<file path="src/rtl/core/ldts_pkg.sv">
// Shared types, constants and helpers for the LCD dot timing sequencer.
`timescale 1ns / 1ps

package ldts_pkg;

  // Line and dot timing of the display.
  localparam logic [7:0] LastLine      = 8'd153;
  localparam logic [7:0] VblankFirst   = 8'd144;
  localparam logic [8:0] DotsPerLine   = 9'd456;
  localparam logic [8:0] OamDots       = 9'd80;
  localparam logic [8:0] DrawDots      = 9'd160;
  localparam logic [4:0] FifoDelay     = 5'd12;
  localparam logic [8:0] ResetDotsLeft = 9'd167;
  localparam logic [8:0] WindowXOffset = 9'd7;

  // Mode codes as presented on the result channel.
  localparam logic [1:0] LcdModeHblank = 2'b00;
  localparam logic [1:0] LcdModeVblank = 2'b01;
  localparam logic [1:0] LcdModeOam    = 2'b10;
  localparam logic [1:0] LcdModeDraw   = 2'b11;

  typedef enum logic [3:0] {
    ModeHblank = 4'b0001,
    ModeVblank = 4'b0010,
    ModeOam    = 4'b0100,
    ModeDraw   = 4'b1000
  } mode_e;

  typedef enum logic [2:0] {
    RegDisplayControl = 3'd0,
    RegStatSelect     = 3'd1,
    RegLineCompare    = 3'd2,
    RegScrollX        = 3'd3,
    RegWindowX        = 3'd4,
    RegWindowY        = 3'd5
  } cfg_reg_e;

  typedef struct packed {
    logic [2:0] display_control;
    logic [3:0] stat_select;
    logic [7:0] line_compare;
    logic [7:0] scroll_x;
    logic [7:0] window_x;
    logic [7:0] window_y;
  } cfg_t;

  typedef struct packed {
    logic [7:0] line_count;
    mode_e      mode;
    logic [8:0] dots_left;
    logic [8:0] dots_in_line;
    logic [4:0] start_delay;
    logic [7:0] column_count;
    logic [7:0] window_line;
    logic       match_flag;
  } state_t;

  typedef struct packed {
    logic [1:0] lcd_mode;
    logic [7:0] line_out;
    logic       pixel_valid;
    logic [7:0] pixel_column;
    logic       line_match;
    logic       stat_request;
    logic       vblank_request;
    logic [7:0] window_line_out;
  } result_t;

  function automatic logic [1:0] mode_code(mode_e m);
    logic [1:0] code;
    unique case (m)
      ModeHblank: code = LcdModeHblank;
      ModeVblank: code = LcdModeVblank;
      ModeOam:    code = LcdModeOam;
      ModeDraw:   code = LcdModeDraw;
      default:    code = LcdModeHblank;
    endcase
    return code;
  endfunction

endpackage

</file>
<file path="src/rtl/core/lcd_dot_timing_sequencer.sv">
// Top level of the LCD dot timing sequencer: configuration, line state and result buffering.
`timescale 1ns / 1ps

// Usage.
// Each request on the input channel (in_valid_i, in_stall_o, advance_i) is one dot
// tick. With advance_i high and display_control bit 0 set, the line state moves on
// by one dot; otherwise it holds and the result merely reports the current state.
// Every accepted request yields exactly one result request on the output channel
// (out_valid_o, out_stall_i and the result fields), in order.
// Each result is registered, in the result register or else in the skid entry.
// Throughput is one request per cycle while in_stall_o is low, set by the single
// combinational step between the line state registers and the result register.
// The result register is backed by a one-entry skid buffer, so one further request
// is taken while a result waits under stall; in_stall_o rises only once both hold
// a result, and the sequencer then waits for the receiver to drain them.
// Configuration writes (cfg_valid_i, cfg_ready_o, cfg_index_i, cfg_data_i) are
// always accepted and should be made while the sequencer is idle.
// Indices beyond the register list are ignored.
// Reset puts the display control register to display on, all other registers to
// zero, the line state to line 0 in horizontal blank with 167 dots left, and
// empties both result stages.

module lcd_dot_timing_sequencer (
  input  logic       clk_i,
  input  logic       rst_ni,
  // dot tick channel
  input  logic       in_valid_i,
  output logic       in_stall_o,
  input  logic       advance_i,
  // result channel
  output logic       out_valid_o,
  input  logic       out_stall_i,
  output logic [1:0] lcd_mode_o,
  output logic [7:0] line_out_o,
  output logic       pixel_valid_o,
  output logic [7:0] pixel_column_o,
  output logic       line_match_o,
  output logic       stat_request_o,
  output logic       vblank_request_o,
  output logic [7:0] window_line_out_o,
  // configuration write channel
  input  logic       cfg_valid_i,
  output logic       cfg_ready_o,
  input  logic [2:0] cfg_index_i,
  input  logic [7:0] cfg_data_i
);
  import ldts_pkg::*;

  cfg_t    cfg_q;
  state_t  state_q, state_d;
  result_t step_res;
  result_t out_q, out_d;
  result_t skid_q, skid_d;
  logic    out_valid_q, out_valid_d;
  logic    skid_valid_q, skid_valid_d;
  logic    in_fire;
  logic    out_free;

  // Configuration registers: never back-pressured.
  assign cfg_ready_o = 1'b1;

  always_ff @(posedge clk_i or negedge rst_ni) begin
    if (!rst_ni) begin
      cfg_q.display_control <= 3'd1;
      cfg_q.stat_select     <= '0;
      cfg_q.line_compare    <= '0;
      cfg_q.scroll_x        <= '0;
      cfg_q.window_x        <= '0;
      cfg_q.window_y        <= '0;
    end else if (cfg_valid_i && cfg_ready_o) begin
      unique case (cfg_index_i)
        RegDisplayControl: cfg_q.display_control <= cfg_data_i[2:0];
        RegStatSelect:     cfg_q.stat_select     <= cfg_data_i[3:0];
        RegLineCompare:    cfg_q.line_compare    <= cfg_data_i;
        RegScrollX:        cfg_q.scroll_x        <= cfg_data_i;
        RegWindowX:        cfg_q.window_x        <= cfg_data_i;
        RegWindowY:        cfg_q.window_y        <= cfg_data_i;
        default: ;
      endcase
    end
  end

  // One dot of work, all in combinational logic.
  ldts_step u_step (
    .cur_i     (state_q),
    .cfg_i     (cfg_q),
    .advance_i (advance_i),
    .nxt_o     (state_d),
    .res_o     (step_res)
  );

  // The input is held off only once the skid entry is occupied, so the stall
  // never depends combinationally on the receiver.
  assign in_stall_o = skid_valid_q;
  assign in_fire    = in_valid_i & ~skid_valid_q;

  always_ff @(posedge clk_i or negedge rst_ni) begin
    if (!rst_ni) begin
      state_q.line_count   <= '0;
      state_q.mode         <= ModeHblank;
      state_q.dots_left    <= ResetDotsLeft;
      state_q.dots_in_line <= '0;
      state_q.start_delay  <= '0;
      state_q.column_count <= '0;
      state_q.window_line  <= '0;
      state_q.match_flag   <= 1'b0;
    end else if (in_fire) begin
      state_q <= state_d;
    end
  end

  // The output register takes a new result whenever it is empty or being read;
  // a waiting skid entry goes first. Otherwise a fresh result parks in the skid.
  assign out_free = ~out_valid_q | ~out_stall_i;

  always_comb begin
    out_d        = out_q;
    skid_d       = skid_q;
    out_valid_d  = out_valid_q;
    skid_valid_d = skid_valid_q;
    if (out_free) begin
      if (skid_valid_q) begin
        out_d        = skid_q;
        out_valid_d  = 1'b1;
        skid_valid_d = 1'b0;
      end else begin
        out_d       = step_res;
        out_valid_d = in_fire;
      end
    end else if (in_fire) begin
      skid_d       = step_res;
      skid_valid_d = 1'b1;
    end
  end

  always_ff @(posedge clk_i or negedge rst_ni) begin
    if (!rst_ni) begin
      out_valid_q  <= 1'b0;
      skid_valid_q <= 1'b0;
    end else begin
      out_valid_q  <= out_valid_d;
      skid_valid_q <= skid_valid_d;
    end
  end

  always_ff @(posedge clk_i) begin
    out_q  <= out_d;
    skid_q <= skid_d;
  end

  assign out_valid_o       = out_valid_q;
  assign lcd_mode_o        = out_q.lcd_mode;
  assign line_out_o        = out_q.line_out;
  assign pixel_valid_o     = out_q.pixel_valid;
  assign pixel_column_o    = out_q.pixel_column;
  assign line_match_o      = out_q.line_match;
  assign stat_request_o    = out_q.stat_request;
  assign vblank_request_o  = out_q.vblank_request;
  assign window_line_out_o = out_q.window_line_out;

endmodule

</file>
<file path="src/rtl/core/ldts_step.sv">
// Next-state and result logic for one dot of the LCD timing sequencer.
`timescale 1ns / 1ps

module ldts_step (
  input  ldts_pkg::state_t  cur_i,
  input  ldts_pkg::cfg_t    cfg_i,
  input  logic              advance_i,
  output ldts_pkg::state_t  nxt_o,
  output ldts_pkg::result_t res_o
);
  import ldts_pkg::*;

  state_t     nxt;
  logic       now_match;
  logic       stat_req;
  logic       vbl_req;
  logic       pix_valid;
  logic [7:0] pix_col;

  always_comb begin
    nxt       = cur_i;
    stat_req  = 1'b0;
    vbl_req   = 1'b0;
    pix_valid = 1'b0;
    pix_col   = '0;
    now_match = (cur_i.line_count == cfg_i.line_compare);

    if (advance_i && cfg_i.display_control[0]) begin
      // The match interrupt fires on the rising edge of the flag.
      stat_req = now_match & ~cur_i.match_flag & cfg_i.stat_select[3];
      nxt.match_flag   = now_match;
      nxt.dots_in_line = cur_i.dots_in_line + 9'd1;

      if (cur_i.dots_left == '0) begin
        unique case (cur_i.mode)
          ModeOam: begin
            nxt.mode = ModeDraw;
          end
          ModeDraw: begin
            nxt.mode = ModeHblank;
          end
          default: begin
            nxt.line_count = (cur_i.line_count == LastLine) ? '0 : cur_i.line_count + 8'd1;
            if (nxt.line_count == VblankFirst) begin
              vbl_req  = 1'b1;
              stat_req = cfg_i.stat_select[1] | (now_match & cfg_i.stat_select[3]);
            end
            nxt.mode = (nxt.line_count < VblankFirst) ? ModeOam : ModeVblank;
          end
        endcase

        unique case (nxt.mode)
          ModeOam: begin
            nxt.dots_in_line = '0;
            nxt.dots_left    = OamDots;
            if (cfg_i.stat_select[2]) stat_req = 1'b1;
          end
          ModeDraw: begin
            nxt.start_delay  = cur_i.start_delay + FifoDelay + {2'b00, cfg_i.scroll_x[2:0]};
            nxt.dots_left    = DrawDots + {4'b0000, nxt.start_delay};
            nxt.column_count = '0;
          end
          ModeVblank: begin
            nxt.dots_left    = DotsPerLine;
            nxt.dots_in_line = '0;
            if (nxt.line_count == LastLine) nxt.window_line = '0;
          end
          default: begin
            nxt.dots_left = DotsPerLine - nxt.dots_in_line;
            if (cfg_i.stat_select[0]) stat_req = 1'b1;
            if (cfg_i.display_control[1] && cfg_i.display_control[2] &&
                ({1'b0, cur_i.column_count} + WindowXOffset >= {1'b0, cfg_i.window_x}) &&
                (nxt.line_count >= cfg_i.window_y)) begin
              nxt.window_line = cur_i.window_line + 8'd1;
            end
          end
        endcase
      end

      nxt.dots_left = nxt.dots_left - 9'd1;

      // The first dots of drawing are swallowed by the start delay.
      if (nxt.mode == ModeDraw) begin
        if (nxt.start_delay != '0) begin
          nxt.start_delay = nxt.start_delay - 5'd1;
        end else begin
          pix_valid        = 1'b1;
          pix_col          = nxt.column_count;
          nxt.column_count = nxt.column_count + 8'd1;
        end
      end
    end
  end

  assign nxt_o = nxt;

  always_comb begin
    res_o.lcd_mode        = mode_code(nxt.mode);
    res_o.line_out        = nxt.line_count;
    res_o.pixel_valid     = pix_valid;
    res_o.pixel_column    = pix_col;
    res_o.line_match      = nxt.match_flag;
    res_o.stat_request    = stat_req;
    res_o.vblank_request  = vbl_req;
    res_o.window_line_out = nxt.window_line;
  end

endmodule
</file>
<file path="config.mk">
export PLATFORM = sky130hd
export DESIGN_NAME = lcd_dot_timing_sequencer
export DESIGN_NICKNAME = d
export VERILOG_FILES = /design/src/rtl/core/ldts_pkg.sv /design/src/rtl/core/lcd_dot_timing_sequencer.sv /design/src/rtl/core/ldts_step.sv
export SDC_FILE = /design/constraint.sdc
export NUM_CORES = 1
export LEC_CHECK = 0
export ABC_CLOCK_PERIOD_IN_PS = 4700
export BUFFER_PORTS_ARGS = -buffer_cell sky130_fd_sc_hd__buf_2
export CAP_MARGIN = 20
export CELL_PAD_IN_SITES_DETAIL_PLACEMENT = 0
export CELL_PAD_IN_SITES_GLOBAL_PLACEMENT = 2
export CORE_ASPECT_RATIO = 0.5
export CORE_MARGIN = 3
export CORE_UTILIZATION = 40
export DETAILED_ROUTE_END_ITERATION = 16
export PLACE_DENSITY_LB_ADDON = 0.1
export SYNTH_ARGS = -nofsm -noshare
export SYNTH_HDL_FRONTEND = slang
export SYNTH_SLANG_ARGS = --single-unit
</file>
<file path="constraint.sdc">
create_clock -name clk_i -period 4.7 [get_ports clk_i]
set_clock_uncertainty 0.15 [all_clocks]
set_input_delay 0.47 -clock clk_i [delete_from_list [all_inputs] [get_ports clk_i]]
set_output_delay 0.47 -clock clk_i [all_outputs]
set_load 0.01 [all_outputs]
</file>
==> results of run 1 <==
## layer usage
metal | up-vias | track usage [%] | part of all wire (%)
li1 | 3421 | - | -
met1 | 3413 | 32.8 | 53
met2 | 144 | 29.8 | 42
met3 | 17 | 5.03 | 4.2
met4 | 0 | 3.78 | 0.75
met5 | - | 0 | 0
## critical path: stages (launching register included)
cell and delay (ns):
dfrtp_1 0.46, inv_1 0.15, ha_1 0.20, and4bb_2 0.27
nand2_1 0.12, nor2_1 0.34, or3_1 0.15, o21ai_0 0.10
ha_1 0.31, a21oi_1 0.07, nor2b_1 0.12, o2111ai_1 0.11
a211oi_1 0.26, buf_4 0.24, and2_1 0.43, o2bb2ai_1 0.23
a41oi_1 0.16
## final timing paths
path | slack, ns | from | to | cells past startpoint
setup reg to reg | 0.53 | state_q[45] | window_line_out_o[3] | 16
hold / removal | 0.13 | in_valid_i | out_valid_o | 3
max in group asynchronous | 2.86 | rst_ni | state_q[32] | 3
hold reg to reg | 0.36 | state_q[36] | state_q[36] | 2
min in group asynchronous | 0.50 | rst_ni | state_q[48] | 2
setup / recovery | 0.53 | state_q[45] | window_line_out_o[3] | 16
## state kept, by name, summed over array words and instances, names as in the netlist
register,flops
stat_request_o,1
vblank_request_o,1
cfg_q,34
out_valid_o,1
window_line_out_o,8
skid_q,30
pixel_valid_o,1
lcd_mode_o,2
state_q,52
line_out_o,8
in_stall_o,1
line_match_o,1
pixel_column_o,8
## logic make-up (layout without fill, tap and decap cells)
logic type | after synthesis | count (layout) | synth area share (%)
AOI/OAI and AO/OA | 225 | 225 | 16.6
xor gates and xnor gates | 39 | 39 | 3.88
adders and majority gates | 32 | 32 | 4.53
buffers and inverters | 98 | 144 | 4.60
DFF | 148 | 148 | 44.6
muxes | 55 | 55 | 6.81
other | 1 | 1 | 0.0416
and+or+nand+nor | 310 | 310 | 19.0
## what timing repair did
action | in CTS | in global routing
gates resized for setup | 0 | 0
hold buffers | 1 | 0
endpoints found under the setup margin | 0 | 0
hold endpoints to repair | 52 | 0
## layout make-up
class	instances	share of cell area [%]
Clock buffer	23	4.93
Clock inverter	9	1.14
Tap cell	300	3.70
Multi-Input combinational cell	662	45.2
Inverter	46	1.70
Sequential cell	148	39.6
Timing Repair Buffer	66	3.75
## power groups by stage
stage	logic [mW]	clock network [mW]	registers (mW)
after CTS	1.48	1.47	1.83
after detailed placement	1.47	0	1.85
after global routing	1.65	1.53	1.87
final	1.48	1.44	1.83
after floorplan	1.16	0	1.73
after global placement	1.47	0	1.85
## cells in the final DEF (no fill, tap or decap), types with 19 or more instances in the layout
cell	n
nand2_1	100
dfrtp_1	81
o21ai_0	69
edfxtp_1	60
mux2_2	49
buf_2	47
inv_1	46
nor2_1	45
a21oi_1	33
ha_1	31
xnor2_1	29
a31oi_1	25
nand3_1	19
nand4_1	19
## through the flow
stage	hold WS, ns	total power [mW]	setup slack (ns)	instances
finish	0.134	4.75	0.533	1254
global route	0.118	5.05	0.209	1254
CTS	0.108	4.79	0.552	1254
detailed placement	0.346	3.32	0.579	1221
global placement	0.339	3.32	0.647	1221
floorplan	0.0244	2.89	1.02	908
==> flow_summary_export.csv, run 1 <==
group,metric,value,unit
floorplanning,ios,50,
sta,aggregate_negative_setup_slack,0,ns
grt,gr-total-overflow,0,
power_and_ir_drop,cell_internal_pwr,3.04,mW
synthesis,yosysTopAreaCellShare,22.5,%
synthesis,postSynthRegisterBits,148,
setup_path,worstPathRequired,4.70,ns
detailed_routing,drt_wl_total,24500,um
clocking,clock_sinks,148,
setup_path,crit_path_max_fanout,13,
detailed_routing,detail_route.vias_per_cell,5.58,
synthesis,yosys_warnings,0,
synthesis,yosys.cell_count.top_type,"nand2_1",
synthesis,synth_enable_flop_cells,60,
run_status,run_status,"complete, no violations",
flow_run,maxCapViolations,0,
power_and_ir_drop,power_switching,1.71,mW
sta,grt_setup_unrepaired,"no",
finish,register_area,4010,um2
finish,final.fill_count,2097,
detailed_routing,antenna_violating_nets_post_route,0,
floorplanning,placement_rows,38,
setup_path,cp-start-kind,"flip-flop",
sta,setup_violations,0,
power_and_ir_drop,vdd.ir_drop.worst,0.000223,V
finish,area_of_the_multi_input_gates,4580,um2
power_and_ir_drop,share_seq_of_total_power,38.6,%
synthesis,synth_top_area_cell,"dfrtp_1",
synthesis,syn_area_per_cell,9.92,um2
placed_design,dpl_cell_area,9510,um2
finish,antenna-diode-count,0,
setup_path,cp_data_arrival_time,4.17,ns
floorplanning,initial_core_util,41.2,%
power_and_ir_drop,combinationalPowerShare,31.1,%
synthesis,synthesis.nets,957,
synthesis,post_synth_most_frequent_cells,"nand2_1, dfrtp_1, o21ai_0",
sta,period_share,88.7,%
clocking,root_buffer,"clkbuf_16",
sta,final-hold-violation-count,0,
clocking,cts_max_level,4,
detailed_routing,detail_route.first_pass.iterations,5,
sta,max_clock_freq,0.240,GHz
clocking,cts_tree,"yes",
power_and_ir_drop,powerDensity,468,nW/um2
placed_design,numPortBuffers,48,
power_and_ir_drop,leakagePower,4.06,nW
setup_path,critical_path_class,"flip-flop to flip-flop",
finish,final_design_area_no_fill,10100,um2
floorplanning,die_area,24500,um2
grt,grt_max_degree,58,
grt,number_of_global_route_vias_before_repair,6753,
synthesis,synth_async_sr_flop_share,59.5,%
floorplanning,die_y,112,um
sta,relSlewSlack,39.5,%
placed_design,globalplace.congestion,0.873,
synthesis,ys.flop_type,"dfrtp_1",
finish,share_of_final_layout_standard_cells_stronger_than_drive_strength_1,20.0,%
finish,synthesis_to_layout_area_growth,12.6,%
synthesis,post_synth_instance_area,9000,um2
synthesis,postSynthCellCount,908,
detailed_routing,drt-wirelength-per-cell,19.5,um
clocking,postCtsSetupRepairBufs,0,
synthesis,synth-seq-area-share,44.6,%
placed_design,detailed_place_hpwl,17400,um
sta,final-max-slew-violation-count,0,
finish,final_core_util,46.3,%
clocking,tritoncts.num_buffers,17,
sta,finalWorstPathRequiredPeriod,4.17,ns
power_and_ir_drop,power.share.clock,30.3,%
clocking,clock_transition_at_the_register_clock_pins_on_the_worst_setup_and_hold_paths_after_cts,0.07,ns
detailed_routing,drc_errors,0,
clocking,clkLatencyLatePin,0.44,ns
min_path,worstHoldPathType,"input port to flip-flop",
synthesis,netlist-cell-type-count,94,
grt,antenna_found_initial,0,
power_and_ir_drop,switching_share,36.0,%
clocking,cts_buffer_depth,2,
detailed_routing,detail_route.iter0.violations,520,
floorplanning,placeableCoreArea,21900,um2
finish,nNetsFinal,990,
grt,grt_first_pass_wirelength,39800,um
setup_path,category_of_the_worst_setup_path_capture_point,"flip-flop",
sta,max_slew.worst_pin.slew,0.895,ns
detailed_routing,num_vias,6995,
floorplanning,die-width,218,um
synthesis,synthTopCellsByArea,"dfrtp_1, edfxtp_1, mux2_2",
grt,groute.usage.overall,21.0,%
(Power assumes the default switching activity.)
==> run 2, diff against run 1 <==
==> constraint.sdc (replaced) <==
create_clock -name clk_i -period 4.7 [get_ports clk_i]
set_clock_uncertainty 0.15 [all_clocks]
set_input_delay 0.235 -clock clk_i [delete_from_list [all_inputs] [get_ports clk_i]]
set_output_delay 0.235 -clock clk_i [all_outputs]
set_load 0.01 [all_outputs]
==> run 2 against run 1 <==
  * Via count increased by 1.2%
  * First-iteration DRC count is 1.2% lower
  * Sequential cell count unchanged
  * Die area is the same
  * Utilization up 0.37 points
  * Clock power is essentially flat
  * Register-to-register slack got worse by 0.02 ns
  * Critical path type unchanged
  * Largest cell class unchanged
  * Highest routed layer unchanged
==> flow_summary_export.csv, run 2 (synthesized netlist as in run 1, its figures left out) <==
group,metric,value,unit
finish,final.fill_count,2087,
clocking,clock_sinks,148,
finish,nNetsFinal,998,
finish,area_of_the_multi_input_gates,4580,um2
run_status,run_status,"complete, no violations",
clocking,clock_transition_at_the_register_clock_pins_on_the_worst_setup_and_hold_paths_after_cts,0.07,ns
detailed_routing,antenna_violating_nets_post_route,0,
sta,postLayoutSetupSlackWorst,0.513,ns
setup_path,category_of_the_worst_setup_path_capture_point,"flip-flop",
power_and_ir_drop,leakagePower,4.09,nW
detailed_routing,detail_route.iter0.violations,514,
floorplanning,placement_rows,38,
min_path,hold_path_end,"cfg_q[0]",
placed_design,dp.cells,1221,
grt,antenna_found_initial,0,
detailed_routing,drc_errors,0,
sta,finalWorstPathRequiredPeriod,4.19,ns
floorplanning,die-width,218,um
clocking,root_buffer,"clkbuf_16",
setup_path,critical_path_class,"flip-flop to flip-flop",
clocking,tritoncts.num_buffers,17,
detailed_routing,detail_route.first_pass.iterations,6,
setup_path,cp_slowest_stage_delay,0.47,ns
grt,grt_first_pass_wirelength,40000,um
clocking,postCtsResizedCells,0,
placed_design,globalplace.congestion,0.873,
flow_run,maxCapViolations,0,
sta,max_clock_freq,0.239,GHz
setup_path,worst_path_most_repeated_cell,"ha_1",
sta,final.hold.worst_slack,0.0328,ns
placed_design,dpl_cell_area,9510,um2
power_and_ir_drop,vdd.ir_drop.worst,0.000223,V
setup_path,worstPathRequired,4.70,ns
detailed_routing,drt-wirelength-per-cell,19.6,um
sta,setup_violations,0,
finish,share_of_final_layout_standard_cells_stronger_than_drive_strength_1,19.9,%
grt,gr-total-overflow,0,
sta,max_slew.worst_pin.slew,0.897,ns
finish,register_area,4010,um2
sta,aggregate_negative_setup_slack,0,ns
setup_path,critPathBufInv,2,
clocking,cts_tree,"yes",
finish,top_register,"state_q",
finish,mostFrequentLayoutCells,"nand2_1, dfrtp_1, o21ai_0",
finish,antenna-diode-count,0,
finish,synthesis_to_layout_area_growth,13.5,%
setup_path,worst_r2r_startpoint,"state_q[45]",
min_path,hold-path-cell-count,2,
setup_path,crit_path_max_fanout,13,
clocking,postCtsSetupRepairBufs,0,
placed_design,detailed_place_hpwl,17400,um
finish,final_design_area_no_fill,10200,um2
clocking,clkLatencyLatePin,0.44,ns
floorplanning,initial_core_util,41.2,%
sta,relSlewSlack,39.4,%
grt,groute.usage.overall,21.1,%
sta,final-max-slew-violation-count,0,
placed_design,numPortBuffers,48,
sta,final-hold-violation-count,0,
placed_design,worst_setup_slack_after_placement,0.579,ns
grt,grt_max_degree,58,
setup_path,cp-start-kind,"flip-flop",
finish,largestRegisters,"state_q: 52 flops, cfg_q: 34 flops, skid_q: 30 flops",
setup_path,cp_data_arrival_time,4.19,ns
setup_path,rr_endpoint,"window_line_out_o[3]",
floorplanning,die_y,112,um
setup_path,path_delay_family,"simple AND/OR/NAND/NOR gates",
clocking,cts_max_level,4,
setup_path,critPathSlowestCell,"dfrtp_1",
setup_path,cells_on_worst_reg2reg_path,16,
floorplanning,placeableCoreArea,21900,um2
finish,largest_reg_flops,52,
clocking,cts_buffer_depth,2,
grt,number_of_global_route_vias_before_repair,6805,
detailed_routing,num_vias,7082,
power_and_ir_drop,powerDensity,465,nW/um2
floorplanning,die_area,24500,um2
floorplanning,ios,50,
finish,most_common_library_cell_in_the_layout_ignoring_fill_and_taps,"nand2_1",
setup_path,reg2reg_setup_slack,0.51,ns
min_path,worstHoldPathType,"input port to flip-flop",
setup_path,timing.critical_path.cells,"inv_1 > ha_1 > and4bb_2 > nand2_1 > nor2_1 > or3_1 > o21ai_0 > ha_1 > a21oi_1 > nor2b_1 > o2111ai_1 > a211oi_1 > buf_4 > and2_1 > o2bb2ai_1 > a41oi_1",
sta,period_share,89.1,%
detailed_routing,detail_route.vias_per_cell,5.61,
detailed_routing,drt_wl_total,24700,um
min_path,worstHoldStart,"cfg_data_i[0]",
sta,grt_setup_unrepaired,"no",
finish,post_layout_nonfiller_instances,1262,
run 2: cell count changes in the layout (fill, tap and decap cells not counted), sizes merged:
cell and change:
dlygate4sd3 +8
run 2: final cells by class:
type	instances	area share, %
Clock buffer	23	4.89
Multi-Input combinational cell	662	44.8
Clock inverter	9	1.13
Sequential cell	148	39.3
Inverter	46	1.69
Tap cell	300	3.67
Timing Repair Buffer	74	4.51
run 2: worst reg2reg max path, stage by stage, from the launching register on:
cell	delay, ns
dfrtp_1	0.47
inv_1	0.14
ha_1	0.20
and4bb_2	0.27
nand2_1	0.12
nor2_1	0.37
or3_1	0.16
o21ai_0	0.09
ha_1	0.31
a21oi_1	0.07
nor2b_1	0.12
o2111ai_1	0.11
a211oi_1	0.26
buf_4	0.24
and2_1	0.44
o2bb2ai_1	0.23
a41oi_1	0.16
run 2: metal layers:
metal	routed length [um]	global-route usage [%]	share of wire, %
met2	10300	30.0	42
met5	0	0	0
met1	13100	32.8	53
met4	188	3.78	0.76
met3	1080	5.03	4.4
run 2: how the worst max path moves through the flow:
stage	from	endpoint	slack, ns	cells after the start
finish	state_q[45]	window_line_out_o[3]	0.51	16
global route	state_q[45]	window_line_out_o[6]	0.21	15
CTS	state_q[45]	window_line_out_o[3]	0.55	16
detailed placement	state_q[45]	window_line_out_o[3]	0.58	16
global placement	state_q[45]	window_line_out_o[3]	0.65	16
floorplan	state_q[45]	window_line_out_o[1]	1.02	16
run 2: what timing repair did:
action                     CTS  global route
hold buffers                 9             0
hold endpoints to repair    78             0
setup endpoints to repair    0             0
run 2: stage by stage:
step / util [%] / power (mW)
after floorplan: - / 2.89
after global placement: 43.5 / 3.32
after detailed placement: 43.5 / 3.32
after CTS: 46.7 / 4.79
after global routing: 46.7 / 5.06
final: 46.7 / 4.75
run 2: power breakdown:
part / internal [mW] / switching (mW) / total [mW]
logic: 0.604 / 0.882 / 1.49
clock network: 0.860 / 0.576 / 1.44
registers: 1.58 / 0.253 / 1.83
total: 3.04 / 1.71 / 4.75
==> run 3, diff against run 2 <==
==> constraint.sdc (replaced) <==
create_clock -name clk_i -period 4.7 [get_ports clk_i]
set_clock_uncertainty 0.15 [all_clocks]
set_input_delay 0.94 -clock clk_i [delete_from_list [all_inputs] [get_ports clk_i]]
set_output_delay 0.94 -clock clk_i [all_outputs]
set_load 0.01 [all_outputs]
==> run 3 against run 2 <==
  * Sequential power about the same
  * Combinational power about the same
  * Worst setup slack got worse by 0.0035 ns
  * Maximum frequency about the same
  * Largest power group unchanged
  * Largest cell class unchanged
==> flow_summary_export.csv, run 3 (synthesized netlist as in run 1, its figures left out) <==
group,metric,value,unit
grt,number_of_global_route_vias_before_repair,6726,
setup_path,reg2reg_setup_slack,0.51,ns
clocking,cts_max_level,4,
power_and_ir_drop,vdd.ir_drop.worst,0.000246,V
clocking,postCtsResizedCells,0,
setup_path,rr_endpoint,"window_line_out_o[3]",
finish,nNetsFinal,989,
setup_path,cp_slowest_stage_delay,0.47,ns
floorplanning,die_area,24500,um2
clocking,cts_tree,"yes",
placed_design,globalplace.congestion,0.871,
power_and_ir_drop,fin_total_pwr,4.85,mW
floorplanning,die_y,112,um
power_and_ir_drop,powerDensity,477,nW/um2
setup_path,worst_r2r_startpoint,"state_q[45]",
sta,final-hold-violation-count,0,
setup_path,cells_on_worst_reg2reg_path,16,
floorplanning,die-width,218,um
setup_path,cp_data_arrival_time,4.20,ns
sta,aggregate_negative_setup_slack,0,ns
setup_path,worstPathRequired,4.71,ns
finish,largestRegisters,"state_q: 52 flops, cfg_q: 34 flops, skid_q: 30 flops",
finish,most_common_library_cell_in_the_layout_ignoring_fill_and_taps,"nand2_1",
sta,final-max-slew-violation-count,0,
sta,grt_setup_unrepaired,"no",
clocking,postCtsSetupRepairBufs,0,
setup_path,worst_path_most_repeated_cell,"ha_1",
finish,register_area,4010,um2
finish,share_of_final_layout_standard_cells_stronger_than_drive_strength_1,20.0,%
floorplanning,initial_core_util,41.2,%
min_path,worstHoldStart,"cfg_q[32]",
grt,gr-total-overflow,0,
setup_path,critical_path_class,"flip-flop to flip-flop",
finish,antenna-diode-count,0,
sta,relSlewSlack,36.1,%
detailed_routing,drc_errors,0,
detailed_routing,drt_wl_total,24500,um
placed_design,numPortBuffers,48,
setup_path,critPathSlowestCell,"dfrtp_1",
floorplanning,placeableCoreArea,21900,um2
clocking,clock_sinks,148,
sta,setup_violations,0,
detailed_routing,drt-wirelength-per-cell,19.5,um
clocking,tritoncts.num_buffers,17,
setup_path,critPathBufInv,2,
grt,grt_max_degree,67,
sta,period_share,89.2,%
detailed_routing,detail_route.vias_per_cell,5.63,
sta,max_clock_freq,0.239,GHz
finish,final.fill_count,2156,
sta,finalWorstPathRequiredPeriod,4.19,ns
clocking,cts.hold.buffers_added,0,
grt,grt_first_pass_wirelength,39000,um
finish,largest_reg_flops,52,
clocking,cts_buffer_depth,2,
min_path,hold-path-cell-count,1,
finish,synthesis_to_layout_area_growth,12.9,%
detailed_routing,antenna_violating_nets_post_route,0,
flow_run,maxCapViolations,0,
grt,antenna_found_initial,0,
sta,max_slew.worst_pin.slew,0.946,ns
finish,area_of_the_multi_input_gates,4580,um2
run_status,run_status,"complete, no violations",
power_and_ir_drop,leakagePower,4.07,nW
setup_path,crit_path_max_fanout,13,
finish,top_register,"state_q",
floorplanning,ios,50,
setup_path,timing.critical_path.cells,"inv_1 > ha_1 > and4bb_2 > nand2_1 > nor2_1 > or3_1 > o21ai_0 > ha_1 > a21oi_1 > nor2b_1 > o2111ai_1 > a211oi_1 > buf_4 > and2_1 > o2bb2ai_1 > a41oi_1",
clocking,clock_transition_at_the_register_clock_pins_on_the_worst_setup_and_hold_paths_after_cts,0.06,ns
setup_path,cp-start-kind,"flip-flop",
setup_path,category_of_the_worst_setup_path_capture_point,"flip-flop",
clocking,root_buffer,"clkbuf_16",
placed_design,detailed_place_hpwl,17500,um
setup_path,path_delay_family,"simple AND/OR/NAND/NOR gates",
min_path,worstHoldPathType,"flip-flop to flip-flop",
clocking,clkLatencyLatePin,0.44,ns
min_path,hold_path_end,"cfg_q[32]",
detailed_routing,detail_route.iter0.violations,416,
grt,groute.usage.overall,20.8,%
finish,mostFrequentLayoutCells,"nand2_1, dfrtp_1, o21ai_0",
floorplanning,placement_rows,38,
detailed_routing,num_vias,7058,
detailed_routing,detail_route.first_pass.iterations,5,
run 3: final cells by class:
cell class                      count  share of cell area [%]
Tap cell                          300                    3.69
Clock inverter                     12                    1.97
Inverter                           46                    1.70
Timing Repair Buffer               65                    3.64
Multi-Input combinational cell    662                    45.0
Clock buffer                       20                    4.50
Sequential cell                   148                    39.5
run 3: worst max-delay path by stage:
stage | startpoint | endpoint | cells after the start
2_1_floorplan | state_q[45] | window_line_out_o[1] | 16
5_1_grt | state_q[45] | window_line_out_o[3] | 16
4_1_cts | state_q[45] | window_line_out_o[3] | 16
3_5_place_dp | state_q[45] | window_line_out_o[3] | 16
3_3_place_gp | state_q[41] | window_line_out_o[3] | 13
6_report | state_q[45] | window_line_out_o[3] | 16
run 3: power by group:
| part | total, mW | internal (mW) | switching, mW |
|---|---|---|---|
| sequential | 1.83 | 1.58 | 0.253 |
| clock | 1.53 | 0.973 | 0.557 |
| combinational | 1.48 | 0.601 | 0.882 |
| total | 4.85 | 3.15 | 1.69 |
run 3: stage by stage:
step,cells,setup slack [ns],cell area (um2),utilization [%],hold WS (ns)
6_report,1253,0.509,10200,46.5,0.350
3_3_place_gp,1221,0.649,9510,43.5,0.340
2_1_floorplan,908,1.02,9000,-,0.319
3_5_place_dp,1221,0.567,9510,43.5,0.343
4_1_cts,1253,0.548,10200,46.5,0.355
5_1_grt,1253,0.293,10200,46.5,0.367
run 3: per-layer routing:
metal | vias up | wire, um | share of wire (%) | global-route usage (%)
met2 | 129 | 10100 | 41 | 29.7
met4 | 0 | 428 | 1.7 | 6.86
met3 | 36 | 875 | 3.6 | 3.95
met5 | - | 0 | 0 | 0
li1 | 3422 | - | - | -
met1 | 3471 | 13100 | 53 | 31.5
